### src/rtl/cft_pkg.sv
// ----------------------------------------------------------------------------
// cft_pkg: shared types and constants for the coil fire timer
// Stream widths, register indexes, reset values and sequencer states.
// ----------------------------------------------------------------------------
`default_nettype none

package cft_pkg;

  localparam int unsigned IN_W    = 72;
  localparam int unsigned OUT_W   = 72;
  localparam int unsigned TIME_W  = 32;
  localparam int unsigned WIN_W   = 16;
  localparam int unsigned DIST_W  = 20;
  localparam int unsigned SCALE_W = 10;
  localparam int unsigned PROD_W  = DIST_W + SCALE_W;
  localparam int unsigned CFG_W   = 20;
  localparam int unsigned IDX_W   = 2;

  localparam logic [SCALE_W-1:0] UM_TO_MM_SCALE = SCALE_W'(1000);

  localparam logic [WIN_W-1:0]  FIRE_WINDOW_RST = WIN_W'(1000);
  localparam logic [WIN_W-1:0]  COOLDOWN_RST    = WIN_W'(10000);
  localparam logic [DIST_W-1:0] DISTANCE_RST    = DIST_W'(20000);

  localparam logic [IDX_W-1:0] REG_FIRE_WINDOW = 2'd0;
  localparam logic [IDX_W-1:0] REG_COOLDOWN    = 2'd1;
  localparam logic [IDX_W-1:0] REG_DISTANCE    = 2'd2;

  typedef enum logic [1:0] {
    S_IDLE,
    S_EVAL,
    S_DIV,
    S_OUT
  } cft_state_t;

endpackage

`default_nettype wire

### src/rtl/coil_fire_timer_with_speed_gate.sv
// ----------------------------------------------------------------------------
// coil_fire_timer_with_speed_gate: coil fire window and hall speed gate
// Each poll sample gives one result: coil level and, when a gate run ends,
// the interval and the speed in mm/s.
// ----------------------------------------------------------------------------
// A sample without a completed measurement passes from acceptance to the
// result register through latch, evaluate and load; a sample that completes a
// measurement also waits in S_DIV for the restoring divider that forms
// distance*1000/interval one quotient bit per cycle over 30 bits. The block
// takes no new sample until the current result is in the output register.
`default_nettype none

module coil_fire_timer_with_speed_gate (
  input  wire logic                       clk,
  input  wire logic                       rst,
  input  wire logic                       s_tvalid,
  output logic                            s_tready,
  // time_ms[31:0], time_us[63:32], hall_arm[64], hall_start[65], hall_stop[66]
  input  wire logic [cft_pkg::IN_W-1:0]   s_tdata,
  output logic                            m_tvalid,
  input  wire logic                       m_tready,
  // coil_drive[0], speed_valid[1], interval_us[33:2], speed_mm_s[65:34]
  output logic [cft_pkg::OUT_W-1:0]       m_tdata,
  input  wire logic                       cfg_we,
  input  wire logic [cft_pkg::IDX_W-1:0]  cfg_index,
  input  wire logic [cft_pkg::CFG_W-1:0]  cfg_data
);

  import cft_pkg::*;

  cft_state_t state, state_next;

  logic [WIN_W-1:0]  fire_window;
  logic [WIN_W-1:0]  cooldown;
  logic [DIST_W-1:0] distance;

  logic [TIME_W-1:0] arm_time;
  logic [TIME_W-1:0] start_time;

  logic [TIME_W-1:0] smp_ms;
  logic [TIME_W-1:0] smp_us;
  logic              smp_arm;
  logic              smp_start;
  logic              smp_stop;

  logic              res_coil;
  logic              res_valid;
  logic [TIME_W-1:0] res_interval;
  logic [TIME_W-1:0] res_speed;

  logic [TIME_W-1:0] arm_now;
  logic [TIME_W-1:0] elapsed;
  logic              in_window;
  logic              cooling;
  logic              gate_cap;
  logic              gate_stop;
  logic [TIME_W-1:0] gap;
  logic              measure;
  logic [PROD_W-1:0] product;

  logic              accept;
  logic              out_free;
  logic              div_start;
  logic              div_done;
  logic [PROD_W-1:0] div_quot;

  assign accept   = s_tvalid & s_tready;
  assign out_free = ~m_tvalid | m_tready;

  always_ff @(posedge clk) begin
    if (rst) begin
      fire_window <= FIRE_WINDOW_RST;
      cooldown    <= COOLDOWN_RST;
      distance    <= DISTANCE_RST;
    end else if (cfg_we) begin
      case (cfg_index)
        REG_FIRE_WINDOW: fire_window <= cfg_data[WIN_W-1:0];
        REG_COOLDOWN:    cooldown    <= cfg_data[WIN_W-1:0];
        REG_DISTANCE:    distance    <= cfg_data[DIST_W-1:0];
        default:         ;
      endcase
    end
  end

  always_comb begin
    arm_now   = (~smp_arm && arm_time == '0) ? smp_ms : arm_time;
    elapsed   = smp_ms - arm_now;
    in_window = elapsed <= TIME_W'(fire_window);
    cooling   = elapsed < TIME_W'(cooldown);
    gate_cap  = smp_arm & ~smp_start & smp_stop & (start_time == '0);
    gate_stop = smp_arm & ~smp_stop & (start_time != '0);
    gap       = smp_us - start_time;
    measure   = gate_stop & (gap > TIME_W'(1));
    product   = PROD_W'(distance) * PROD_W'(UM_TO_MM_SCALE);
  end

  always_ff @(posedge clk) begin
    if (rst) begin
      state <= S_IDLE;
    end else begin
      state <= state_next;
    end
  end

  always_comb begin
    state_next = state;
    s_tready   = 1'b0;
    div_start  = 1'b0;
    case (state)
      S_IDLE: begin
        s_tready = 1'b1;
        if (s_tvalid) state_next = S_EVAL;
      end
      S_EVAL: begin
        if (measure) begin
          div_start  = 1'b1;
          state_next = S_DIV;
        end else begin
          state_next = S_OUT;
        end
      end
      S_DIV: begin
        if (div_done) state_next = S_OUT;
      end
      S_OUT: begin
        if (out_free) state_next = S_IDLE;
      end
      default: state_next = S_IDLE;
    endcase
  end

  always_ff @(posedge clk) begin
    if (rst) begin
      arm_time   <= '0;
      start_time <= '0;
    end else if (state == S_EVAL) begin
      arm_time <= (in_window || cooling) ? arm_now : '0;
      if (gate_cap) begin
        start_time <= smp_us;
      end else if (gate_stop) begin
        start_time <= '0;
      end
    end
  end

  always_ff @(posedge clk) begin
    if (accept) begin
      smp_ms    <= s_tdata[31:0];
      smp_us    <= s_tdata[63:32];
      smp_arm   <= s_tdata[64];
      smp_start <= s_tdata[65];
      smp_stop  <= s_tdata[66];
    end
    if (state == S_EVAL) begin
      res_coil     <= in_window & ~smp_arm;
      res_valid    <= measure;
      res_interval <= measure ? gap : '0;
      res_speed    <= '0;
    end else if (state == S_DIV && div_done) begin
      res_speed <= TIME_W'(div_quot);
    end
  end

  always_ff @(posedge clk) begin
    if (rst) begin
      m_tvalid <= 1'b0;
    end else if (state == S_OUT && out_free) begin
      m_tvalid <= 1'b1;
    end else if (m_tready) begin
      m_tvalid <= 1'b0;
    end
  end

  always_ff @(posedge clk) begin
    if (state == S_OUT && out_free) begin
      m_tdata <= {(OUT_W - 2 - 2 * TIME_W)'(0), res_speed, res_interval, res_valid, res_coil};
    end
  end

  cft_div #(
    .DVD_W (PROD_W),
    .DVS_W (TIME_W)
  ) u_div (
    .clk      (clk),
    .rst      (rst),
    .start    (div_start),
    .dividend (product),
    .divisor  (gap),
    .done     (div_done),
    .quotient (div_quot)
  );

  a_done_in_div: assert property (@(posedge clk) disable iff (rst)
    div_done |-> state == S_DIV)
    else $error("divider finished outside the divide state");

  a_accept_eval: assert property (@(posedge clk) disable iff (rst)
    accept |=> state == S_EVAL)
    else $error("accepted request not evaluated");

  a_load_out: assert property (@(posedge clk) disable iff (rst)
    (state == S_OUT && out_free) |=> m_tvalid && state == S_IDLE)
    else $error("result not loaded into output register");

  a_start_measure: assert property (@(posedge clk) disable iff (rst)
    div_start |-> state == S_EVAL && measure)
    else $error("divider started without a measurement");

endmodule

`default_nettype wire

### src/rtl/cft_div.sv
// ----------------------------------------------------------------------------
// cft_div: iterative restoring divider
// One quotient bit per cycle; done pulses once with the quotient held.
// ----------------------------------------------------------------------------
`default_nettype none

module cft_div #(
  parameter int unsigned DVD_W = 30,
  parameter int unsigned DVS_W = 32
) (
  input  wire logic             clk,
  input  wire logic             rst,
  input  wire logic             start,
  input  wire logic [DVD_W-1:0] dividend,
  input  wire logic [DVS_W-1:0] divisor,
  output logic                  done,
  output logic [DVD_W-1:0]      quotient
);

  localparam int unsigned CNT_W = (DVD_W > 1) ? $clog2(DVD_W) : 1;

  logic             busy;
  logic [CNT_W-1:0] cnt;
  logic [DVD_W-1:0] dvd;
  logic [DVS_W-1:0] dvs;
  logic [DVS_W-1:0] rem;
  logic [DVS_W:0]   rem_sh;
  logic [DVS_W:0]   trial;
  logic             fits;

  always_comb begin
    rem_sh = {rem, dvd[DVD_W-1]};
    trial  = rem_sh - {1'b0, dvs};
    fits   = ~trial[DVS_W];
  end

  always_ff @(posedge clk) begin
    if (rst) begin
      busy <= 1'b0;
      done <= 1'b0;
      cnt  <= '0;
    end else begin
      done <= 1'b0;
      if (start) begin
        busy <= 1'b1;
        cnt  <= '0;
      end else if (busy) begin
        cnt <= cnt + CNT_W'(1);
        if (cnt == CNT_W'(DVD_W - 1)) begin
          busy <= 1'b0;
          done <= 1'b1;
        end
      end
    end
  end

  always_ff @(posedge clk) begin
    if (start) begin
      dvd <= dividend;
      dvs <= divisor;
      rem <= '0;
    end else if (busy) begin
      rem <= fits ? trial[DVS_W-1:0] : rem_sh[DVS_W-1:0];
      dvd <= {dvd[DVD_W-2:0], fits};
    end
  end

  assign quotient = dvd;

endmodule

`default_nettype wire

### config.mk
export PLATFORM = sky130hd
export DESIGN_NAME = coil_fire_timer_with_speed_gate
export DESIGN_NICKNAME = d
export VERILOG_FILES = /design/src/rtl/cft_pkg.sv /design/src/rtl/coil_fire_timer_with_speed_gate.sv /design/src/rtl/cft_div.sv
export SDC_FILE = /design/constraint.sdc
export NUM_CORES = 1
export LEC_CHECK = 0
export BUFFER_PORTS_ARGS = -buffer_cell sky130_fd_sc_hd__buf_2
export CELL_PAD_IN_SITES_DETAIL_PLACEMENT = 0
export CELL_PAD_IN_SITES_GLOBAL_PLACEMENT = 2
export CORE_ASPECT_RATIO = 0.6
export CORE_MARGIN = 8
export CORE_UTILIZATION = 30
export DETAILED_ROUTE_END_ITERATION = 8
export GPL_TIMING_DRIVEN = 0
export PLACE_DENSITY = 0.69
export SYNTH_ARGS = -nofsm -noshare
export SYNTH_HDL_FRONTEND = slang
export SYNTH_SLANG_ARGS = --single-unit
export TNS_END_PERCENT = 5
### constraint.sdc
create_clock -name clk -period 5.9 [get_ports clk]
set_clock_uncertainty 0.2 [all_clocks]
set_input_delay 0.295 -clock clk [delete_from_list [all_inputs] [get_ports clk]]
set_output_delay 0.295 -clock clk [all_outputs]
set_load 0.1 [all_outputs]
==> Word-level counts from Yosys, hierarchy flattened <==
Index checks and enable logic that the tools add are counted.
{ "totals": {"register_bits": 415, "inputBits": 99, "out_inout_bits": 74, "wordCells": 96} }
{ "op_classes": {"bitwise": 15, "n_reduce_logical": 19, "n_eq_ne": 9, "multipliers": 1, "order_cmp": 3, "n_mux": 21, "addsub": 4} }
{ "op_table": {"columns": ["op", "n"], "rows": [
  ["$mux 32", 5],
  ["$logic_not 32->1", 2],
  ["$sub 32x32->32", 2],
  ["$mux 30", 2],
  ["$sub 33x32->33", 1],
  ["$gt 32x1->1 const B", 1],
  ["$le 32x16->1", 1],
  ["$lt 32x16->1", 1],
  ["$reduce_bool 32->1", 1],
  ["$mul 20x7->27 const B", 1],
  ["$mux 1", 10],
  ["$and 1x1->1", 8],
  ["$pmux 2 s4", 1],
  ["$reduce_and 2->1", 4],
  ["$eq 2x2->1 const B", 3],
  ["$mux 2", 3],
  ["$not 1->1", 6],
  ["$reduce_bool 2->1", 3],
  ["$add 5x1->5 const B", 1],
  ["$eq 5x5->1 const B", 1],
  ["$eq 2x1->1 const B", 2],
  ["$logic_not 2->1", 2],
  ["$ne 2x2->1 const B", 2],
  ["$logic_and 1x1->1", 3],
  ["6 further kinds", 6]
]} }

==> Longest topological paths before layout <==
Gate-level depths: netlist of the first run.
{ "depth": {"depth_word": 7, "ltp_mapped": 30, "mapped_depth_nobuf": 27} }

==> Cells and area by module <==
From an unflattened synthesis of the first run, not the netlist that was laid out.
{ "unflattened": {"cells_unflattened": 2470, "hier_area_um2": 24340.8} }
{ "modules_own_cells": {"columns": ["module", "seq_area_each_um2", "n_inst", "cells_per_inst", "area_each_um2"], "rows": [
  ["coil_fire_timer_with_speed_gate", 7937.6, 1, 1868, 18491.5],
  ["cft_div", 2642.5, 1, 602, 5849.4]
]} }

==> Worst setup path after synthesis of the first run <==
Ideal clock, no wire load.
{ "synth_path": {"path_type": "register to register", "startpoint": "reg arm_time[6]", "endpoint": "reg arm_time[13]", "slack_ns": -0.254, "setup_time_ns": 0.069, "required_time_ns": 5.631, "synth_period_minus_slack_ns": 6.154, "n_path_buf": 3, "stages_incl_launch_ff": 28, "arrival_time_ns": 5.885, "path_cell_list": "dfxtp_1 > or4_4 > nor3_4 > and3_1 > buf_6 > clkbuf_1 > a21oi_1 > ha_1 > nor2b_1 > or2_2 > a2111oi_0 > o31ai_2 > a21oi_2 > xnor2_1 > ha_1 > a21o_1 > a21o_1 > a21o_1 > a21o_1 > a21oi_1 > nor2b_1 > o21ai_0 > o211ai_1 > o31ai_1 > o21ba_2 > or4b_1 > buf_2 > o21ai_1"} }
{ "synth_between": {"elab_chain_len": 7, "elab_cells_between_ends": 8, "cone_classes": "1 x add/sub; 2 x order compare; 2 x mux; 3 x reduce/logical"} }
{ "synth_rtl": {"columns": ["element", "line", "rtl"], "rows": [
  ["start, declared", "coil_fire_timer_with_speed_gate.sv:37", "logic [TIME_W-1:0] arm_time;"],
  ["start signal, assigned", "coil_fire_timer_with_speed_gate.sv:137", "arm_time <= (in_window || cooling) ? arm_now : '0;"],
  ["$logic_not 32->1", "coil_fire_timer_with_speed_gate.sv:86", "arm_now = (~smp_arm && arm_time == '0) ? smp_ms : arm_time;"],
  ["$logic_and 1x1->1", "coil_fire_timer_with_speed_gate.sv:86", null],
  ["$mux 32 *", "coil_fire_timer_with_speed_gate.sv:86", null],
  ["$sub 32x32->32", "coil_fire_timer_with_speed_gate.sv:87", "elapsed = smp_ms - arm_now;"],
  ["$le 32x16->1 / $lt 32x16->1 (equally long branches)", "coil_fire_timer_with_speed_gate.sv:88, coil_fire_timer_with_speed_gate.sv:89", null],
  ["$logic_or 1x1->1", "coil_fire_timer_with_speed_gate.sv:137", null],
  ["$mux 32 *", "coil_fire_timer_with_speed_gate.sv:137", null]
]} }
Every way passes the cells marked *; elsewhere a longest branch is shown, timed or not.
A chain may end at the register's enable or synchronous reset.

==> Final worst setup path of the first run <==
{ "layout_path": {"startpoint": "reg arm_time[28]", "endpoint": "reg arm_time[28]"} }
Same word-level chain as after synthesis.

==> impl.org, run 1 <==
** Outcome
- The run finished, with violations left.
- Failing checks :: negative setup slack

** Synth
- After synthesis, flip-flops and latches occupy 42.9% of the total area.
- Number of enable flip-flop cells after synthesis :: 224
- Leading area contributor after synthesis :: edfxtp_1
- Counting flops with an async set or reset pin after synthesis yields a share of 0%.
- The synthesized netlist occupies a cell area of 0.0246 mm2.
- Counting distinct cell types in the post-synthesis netlist gives 94.
- Avg Synthesized Cell Area :: 9.83 um2
- Proportion of netlist area held by the largest area contributor :: 27.3%
- Count of warnings emitted by yosys :: 0
- In the post-synthesis netlist, the cell with the most instances is nand2_1.
- Synthesis inferred 415 register bits.
- Synthesis produced roughly 2,500 cells.
- Main area contributors after synthesis :: edfxtp_1 27%, dfxtp_1 16%, ha_1 9.5%
- In the synthesized netlist the dominant register cell turns out to be edfxtp_1.
- Most numerous cell types in the synthesized netlist :: 282 x nand2_1, 224 x edfxtp_1, 209 x a21oi_1, 209 x nor2_1, 193 x inv_1

** Routing
- After detailed routing, the number of vias per cell comes to 4.99.
- Starting DRT DRC Count :: 1,318
- Dividing the detail-routed wire length by the instance count gives roughly 19 um.
- Wires add up to around 75 mm.
- Count of vias placed by the detailed router :: slightly below 20,000
- DRT antenna net count :: 0
- Post-route DRC violation count :: 0
- Drt pass-1 iters :: 6

** Die
- The initial utilization of the core area, before any placement, comes to 30.2%.
- From left edge to right edge, the die measures 386 um.
- Num rows :: 81
- Core outline area :: 0.0814 mm2
- For this design the top-level I/O count stands at 173.
- The die is ~240 um tall.
- The die covers 0.0918 mm2.

** Worst setup path
- In this run the critical register-to-register path is launched from arm_time[28].
- Critical path start-end classification :: register to register
- STA classifies the critical path endpoint as a register.
- Data on the critical path is required at its endpoint by around 6200 ps.
- STA classifies the critical path startpoint as a register.
- Crit path launch :: arm_time[28]
- Counting cells, the worst reg-to-reg path comes to 22.
- Reg2Reg Setup Slack :: -720 ps
- CP max FO :: 10
- STA puts the critical path data arrival time at 6940 ps.

** Hold path
- The startpoint identified for the worst hold timing path is s_tvalid.
- The worst hold path passes through 2 cells.
- The worst hold path belongs to the class input pin to register.

** Power
- In this run the power density over the cells is between 500 and 600 mW/mm2.
- IR analysis of the VDD net gives a maximum drop of 0.000197 V.
- Leakage power :: 11.8 nW

** Clocking
- TritonCTS built the clock tree.
- Clock latency on the worst-skew pair, taken at its later pin, is ~600 ps.
- After clock tree synthesis, the clock-pin slew on the worst setup and hold paths is 60 ps.
- Number of levels the H-tree was split into :: 2
- Num Clock Sinks :: 415
- Clock tree root buffer cell :: clkbuf_16
- Clock tree synthesis inserted a total of 45 buffers.
- Longest Clk Path Bufs :: 3

** Finish
- Number of nets in the finished design :: 3,195
- Cells with a size suffix above 1 make up 13.7% of the layout.
- Relative to the synthesized area, the layout overhead comes to 22.3%.
- After routing the design area is 0.0301 mm2.

** STA
- Period utilisation layout :: 112%
- Remaining max-slew budget at the tightest pin :: 17.1%
- At the pin with the least slew margin, the transition time is between 1000 and 1500 ps.
- Across all hold checks on the routed design, the worst slack comes to 58.7 ps.
- Setup repair after global routing missed its margin :: yes
- In the post-route analysis, the smallest setup slack over all paths is -721 ps.
- Setup total negative slack on the finished layout was measured at -18,880 ps.
- Maximum clock rate :: 0.151 GHz
- Setup violations remaining at the end of the flow were counted as 33.
- Final hold viol count :: 0
- Count of final max-slew check failures :: 0
- Final critical delay including setup and external delays :: 6620 ps

** Run
- Max-cap violations in this run came to 0.

** Placed design
- After detailed placement, the total cell area comes to 0.0269 mm2.
- After legalization and detailed placement, the total HPWL measured 58.4 mm.
- Input/output buffers :: approximately 160
- Routability-driven placement finished with a final weighted congestion of 0.860.
- OpenSTA, run right after detailed placement, puts the worst setup slack at -2590 ps.

** GRT
- Entering global routing, the biggest net connects 60 pins.
- The first global-routing pass estimated ~110 mm of wire.
- The initial antenna violation count came to 2.
- Residual overflow from global routing :: 0
- Total Routing Usage GR :: 15.9%
- The via count of the first global-routing pass came to 19,201.
[repair_timing]
action / 4_1_cts / 5_1_grt
setup endpoints to repair: 63 / 63
gates cloned: 2 / 0
hold endpoints to repair: 120 / 0
hold buffers: 93 / 0
gates resized for setup: 81 / 29
buffers inserted: 15 / 7
pin swaps: 21 / 23
[worst paths after layout]
kind | to
worst max-delay path | arm_time[28]
worst min-delay path | smp_ms[7]
worst max register to register | arm_time[28]
worst min register to register | m_tdata[15]
[flip-flops by register name, summed over array words and instances, names as in the netlist, 32 cells and up]
signal,count
arm_time,32
m_tdata,64
res_interval,32
smp_ms,32
smp_us,32
start_time,32
u_div.dvs,32
u_div.rem,32
[cell usage in the layout (no fill, tap or decap), types with 47 or more instances in the layout]
master	instances
nand2_1	282
edfxtp_1	224
nor2_1	209
a21oi_1	203
inv_1	193
ha_1	182
dfxtp_1	182
buf_2	164
dlygate4sd3_1	93
clkbuf_1	80
fa_1	73
o21ai_0	63
mux2i_1	57
xnor2_1	47
clkbuf_16	47
[report_power, final]
group	internal, mW	switching (mW)
Sequential	3.67	0.329
Clock	1.76	1.29
Combinational	3.10	5.20
Total	8.52	6.82
[critical path: stages, from the launching register on]
cell       delay [ps]
dfxtp_4           350
nor4_4            460
and4_4            330
and3_4            250
clkbuf_16         160
buf_12            110
a21oi_1            90
ha_1              280
clkbuf_1          360
nand3_1           140
nor2_1            440
a21oi_1           170
o21ba_2           220
o21ai_1           480
inv_1             120
o311ai_1          250
xnor2_1           280
o311ai_0          360
nor4_2            350
buf_4             190
or4b_4            600
buf_6             190
o21ai_2           130
[cell type report]
| type | count | area, um2 |
|---|---|---|
| clock inverter | 34 | 404 |
| tap | 1079 | 1350 |
| fill | 8270 | 51300 |
| inverter | 193 | 724 |
| sequential | 415 | 10600 |
| clock buffer | 50 | 1170 |
| multi-input combinational | 1800 | 13300 |
| buffer | 102 | 503 |
| antenna | 1 | 2.50 |
| timing repair buffer | 280 | 2060 |
[metal layers]
metal,routed length (um),GRT usage [%],vias up
li1,-,-,9629
met1,40400,25.8,9645
met2,29100,21.6,394
met3,4090,2.90,59
met4,966,2.65,0
met5,0,0,-
[stage by stage]
step	util [%]	total power, mW	instances
CTS	36.8	15.2	3947
floorplan	-	9.41	2512
finish	37.0	15.3	3954
detailed placement	33.1	11.6	3754
global route	37.0	16.5	3953
global placement	32.9	11.5	3749
[logic make-up (layout without fill, tap and decap cells)]
kind of cell	after synthesis	in the layout	share of synthesized area, %
and+or+nand+nor	763	763	14.8
AOI/OAI and AO/OA	620	620	16.5
DFF	415	415	42.9
buffers and inverters	297	659	4.78
adders and majority gates	261	261	15.5
xor gates and xnor gates	90	90	3.20
muxes	58	58	2.36
other	1	9	0.0152
Note: power is estimated with default switching activity, not from simulation.
==> inputs of run 2 (changes only) <==
--- a/config.mk
+++ b/config.mk
@@ -5,10 +5,10 @@
 export SDC_FILE = /design/constraint.sdc
 export NUM_CORES = 1
 export LEC_CHECK = 0
-export BUFFER_PORTS_ARGS = -buffer_cell sky130_fd_sc_hd__buf_2
+export BUFFER_PORTS_ARGS = -buffer_cell sky130_fd_sc_hd__buf_4
 export CELL_PAD_IN_SITES_DETAIL_PLACEMENT = 0
 export CELL_PAD_IN_SITES_GLOBAL_PLACEMENT = 2
-export CORE_ASPECT_RATIO = 0.6
+export CORE_ASPECT_RATIO = 2
 export CORE_MARGIN = 8
 export CORE_UTILIZATION = 30
 export DETAILED_ROUTE_END_ITERATION = 8
==> run 2 against run 1 <==
The flow still finishes with violations (negative setup slack). Hold slack got worse by 25 ps. Worst setup slack improved by 430 ps. Count of clock-buffer cells in the layout increased by 8. Power increased by 1.0%. Critical endpoint is now arm_time[23]. Largest cell class unchanged.
==> impl.org, run 2 (same netlist as run 1, synthesis figures left out) <==
** Power
- Power per Cell Area :: 505 mW/mm2 (was 510 mW/mm2)
- Peak supply drop :: 0.000295 V (was 0.000197 V)
- Leakage power :: 12.1 nW (was 11.8 nW)

** Placed design
- The placed wire-length estimate was 62.4 mm (was 58.4 mm).
- The count of input and output buffers was 158 (unchanged).
- Routability congestion estimate :: 0.914 (was 0.860)

** Die
- Core outline area :: 0.0813 mm2 (was 0.0814 mm2)
- Num rows :: 148 (was 81)
- The initial core utilization is 30.3% (was 30.2%).
- The total I/O pin count is 173 (unchanged).
- Die H :: 421 um (was 238 um)
- The full die area came to 0.0920 mm2 (was 0.0918 mm2).
- Chip Width :: 219 um (was 386 um)

** Clocking
- The clock insertion delay at the later pin of the skew report came to 590 ps (about the same).
- The clock transition at the registers of the reported paths is 70 ps (was 60 ps).
- Number of levels the H-tree was split into :: 2 (unchanged)
- The CTS tree was done (unchanged).
- The master cell of the clock root buffer is clkbuf_16 (unchanged).
- Longest Clk Path Bufs :: 3 (unchanged)
- The total clock buffers created by CTS was 43 (was 45).
- The clock net sink count was 415 (unchanged).

** Outcome
- Outcome: finished with violations (unchanged).
- Failing checks :: negative setup slack (unchanged)

** GRT
- The global route total overflow came to 0 (unchanged).
- Wire length of the first global-routing pass :: 119 mm (was 115 mm)
- Number of global-route vias before repair :: 20,589 (was 19,201)
- The total routing resource utilization after global routing came to 16.5% (was 15.9%).
- Number of antenna violations at the first check in global routing :: 1 (was 2)
- The maximum number of pins on one net before global-route repair is 68 (was 60).

** Routing
- Count of vias placed by the detailed router :: 19,441 (was 19,727)
- The routed via count divided by cell count was 4.95 (was 4.99).
- DRT antenna net count :: 0 (unchanged)
- The detailed-routing iteration count for the pre-antenna-repair pass came to 5 (was 6).
- Starting DRT DRC Count :: 928 (was 1,318)
- The average detailed-routed wire length per instance is 19.9 um (was 18.9 um).
- Total length of routed wires :: 78.0 mm (was 74.6 mm)
- The detailed-route DRC error count was 0 (unchanged).

** STA
- Setup repair after global routing missed its margin :: yes (unchanged)
- Period utilisation layout :: 105% (was 112%)
- Worst hold slack after final layout :: 33.7 ps (was 58.7 ps)
- Final critical delay including setup and external delays :: 6190 ps (was 6620 ps)
- Post-route setup slack :: -294 ps (was -721 ps)
- The number of setup violations in the final report is 23 (was 33).
- The final-report max-slew violation count came to 0 (unchanged).
- Final hold viol count :: 0 (unchanged)
- The transition time of the tightest slew-check pin came to 1210 ps (was 1240 ps).
- The worst-case headroom to the max-slew limit came to 18.4% (was 17.1%).
- Maximum clock rate :: 0.161 GHz (was 0.151 GHz)
- The accumulated negative setup slack came to -5970 ps (was -18,880 ps).

** Worst setup path
- The endpoint required time on the critical path was 6200 ps (was 6220 ps).
- The setup slack of the most critical reg-to-reg path is -290 ps (was -720 ps).
- The arrival time at the worst endpoint is 6490 ps (was 6940 ps).
- Critical Path Start Type :: register (unchanged)
- The worst setup path category is register to register (unchanged).
- CP max FO :: 10 (unchanged)
- Worst-path cell chain: nor4_4 -> and4_4 -> and3_1 -> buf_6 -> buf_8 -> a21oi_1 -> ha_1 -> clkbuf_1 -> inv_1 -> xnor2_1 -> o21ai_0 -> nand2_1 -> nor3_1 -> nand4b_1 -> a2111o_1 -> nor4_1 -> nand3_1 -> nor4_2 -> or4b_4 -> buf_6 -> buf_8 -> o21ai_2 (was nor4_4 -> and4_4 -> and3_4 -> clkbuf_16 -> buf_12 -> a21oi_1 -> ha_1 -> clkbuf_1 -> nand3_1 -> nor2_1 -> a21oi_1 -> o21ba_2 -> o21ai_1 -> inv_1 -> o311ai_1 -> xnor2_1 -> o311ai_0 -> nor4_2 -> buf_4 -> or4b_4 -> buf_6 -> o21ai_2).
- The maximum cell stage delay along the critical path was 580 ps (was 600 ps).
- Sort of element at the end of the critical path :: register (unchanged)
- Master of the slowest instance on the critical path :: or4b_4 (unchanged)

** Finish
- The most flop-heavy register was m_tdata (unchanged).
- The most common library cell in the layout ignoring fill and taps is nand2_1 (unchanged).
- The number of flip-flops under the largest register name is 64 (unchanged).
- The net count reported at finish came to 3,201 (was 3,195).
- The fraction of final layout cells sized beyond drive strength 1 came to 15.1% (was 13.7%).
- The synthesis-to-layout area growth is 24.8% (was 22.3%).
- Commonest cells after routing, fill and taps aside: 281 x nand2_1, 224 x edfxtp_1, 204 x nor2_1, 200 x a21oi_1, 195 x buf_4 (was 282 x nand2_1, 224 x edfxtp_1, 209 x nor2_1, 203 x a21oi_1, 193 x inv_1).

** Run
- The max-cap check violation count is 0 (unchanged).

** Hold path
- The classification of the worst-slack hold path is input pin to register (unchanged).
-- run 2: timing repair --
item,in CTS,in global routing
hold buffers,92,0
pin swaps,33,33
gates cloned,2,1
endpoints found under the setup margin,63,100
buffers inserted,21,14
endpoints found under the hold margin,120,0
resized for setup,89,66
-- run 2: cell type report --
class | count | area (um2)
fill | 8135 | 50600
antenna | 1 | 2.50
multi-input combinational | 1800 | 13500
clock buffer | 58 | 1250
buffer | 99 | 522
clock inverter | 22 | 293
timing repair buffer | 291 | 2550
inverter | 193 | 724
tap | 1050 | 1310
sequential | 415 | 10600
-- run 2: per-layer routing --
| metal | track usage (%) | vias up | wire length [um] | part of all wire (%) |
|---|---|---|---|---|
| li1 | - | 9629 | - | - |
| met1 | 16.5 | 9283 | 28100 | 36 |
| met2 | 32.9 | 388 | 43600 | 56 |
| met3 | 2.17 | 141 | 2880 | 3.7 |
| met4 | 6.92 | 0 | 3470 | 4.4 |
| met5 | 0 | - | 0 | 0 |
-- run 2: worst paths after layout --
kind,from,to,cells after the start
worst min register to register,res_interval[5],m_tdata[7],0
worst max register to register,arm_time[23],arm_time[23],22
worst max-delay path,arm_time[23],arm_time[23],22
worst min-delay path,cfg_index[0],cooldown[15],4
-- run 2: worst max-delay path, delay by kind of cell (launching register included) --
family	cells	cell delay, ps
AO/OA/AOI/OAI	4	940
XOR/XNOR	1	180
adder cells (fa/ha/maj)	1	290
buffers and inverters	6	1220
flip-flops	1	350
AND/OR/NAND/NOR	10	2930
-- run 2: power by group --
part | total [mW] | leakage (nW) | switching (mW) | internal [mW]
registers | 4.02 | 3.64 | 0.342 | 3.67
logic | 8.47 | 7.67 | 5.23 | 3.25
clock network | 3.01 | 0.748 | 1.24 | 1.77
total | 15.5 | 12.1 | 6.81 | 8.69
-- run 2: metrics by stage --
step	setup slack, ps	area, um2	power (mW)	utilization, %	cells
6_report	-294	30700	15.5	37.8	3929
5_1_grt	-481	30700	16.6	37.8	3929
4_1_cts	-572	30300	15.3	37.3	3917
3_5_place_dp	-2200	27200	11.7	33.5	3724
3_3_place_gp	-2310	27100	11.6	33.4	3720
2_1_floorplan	17.8	24600	9.41	-	2512
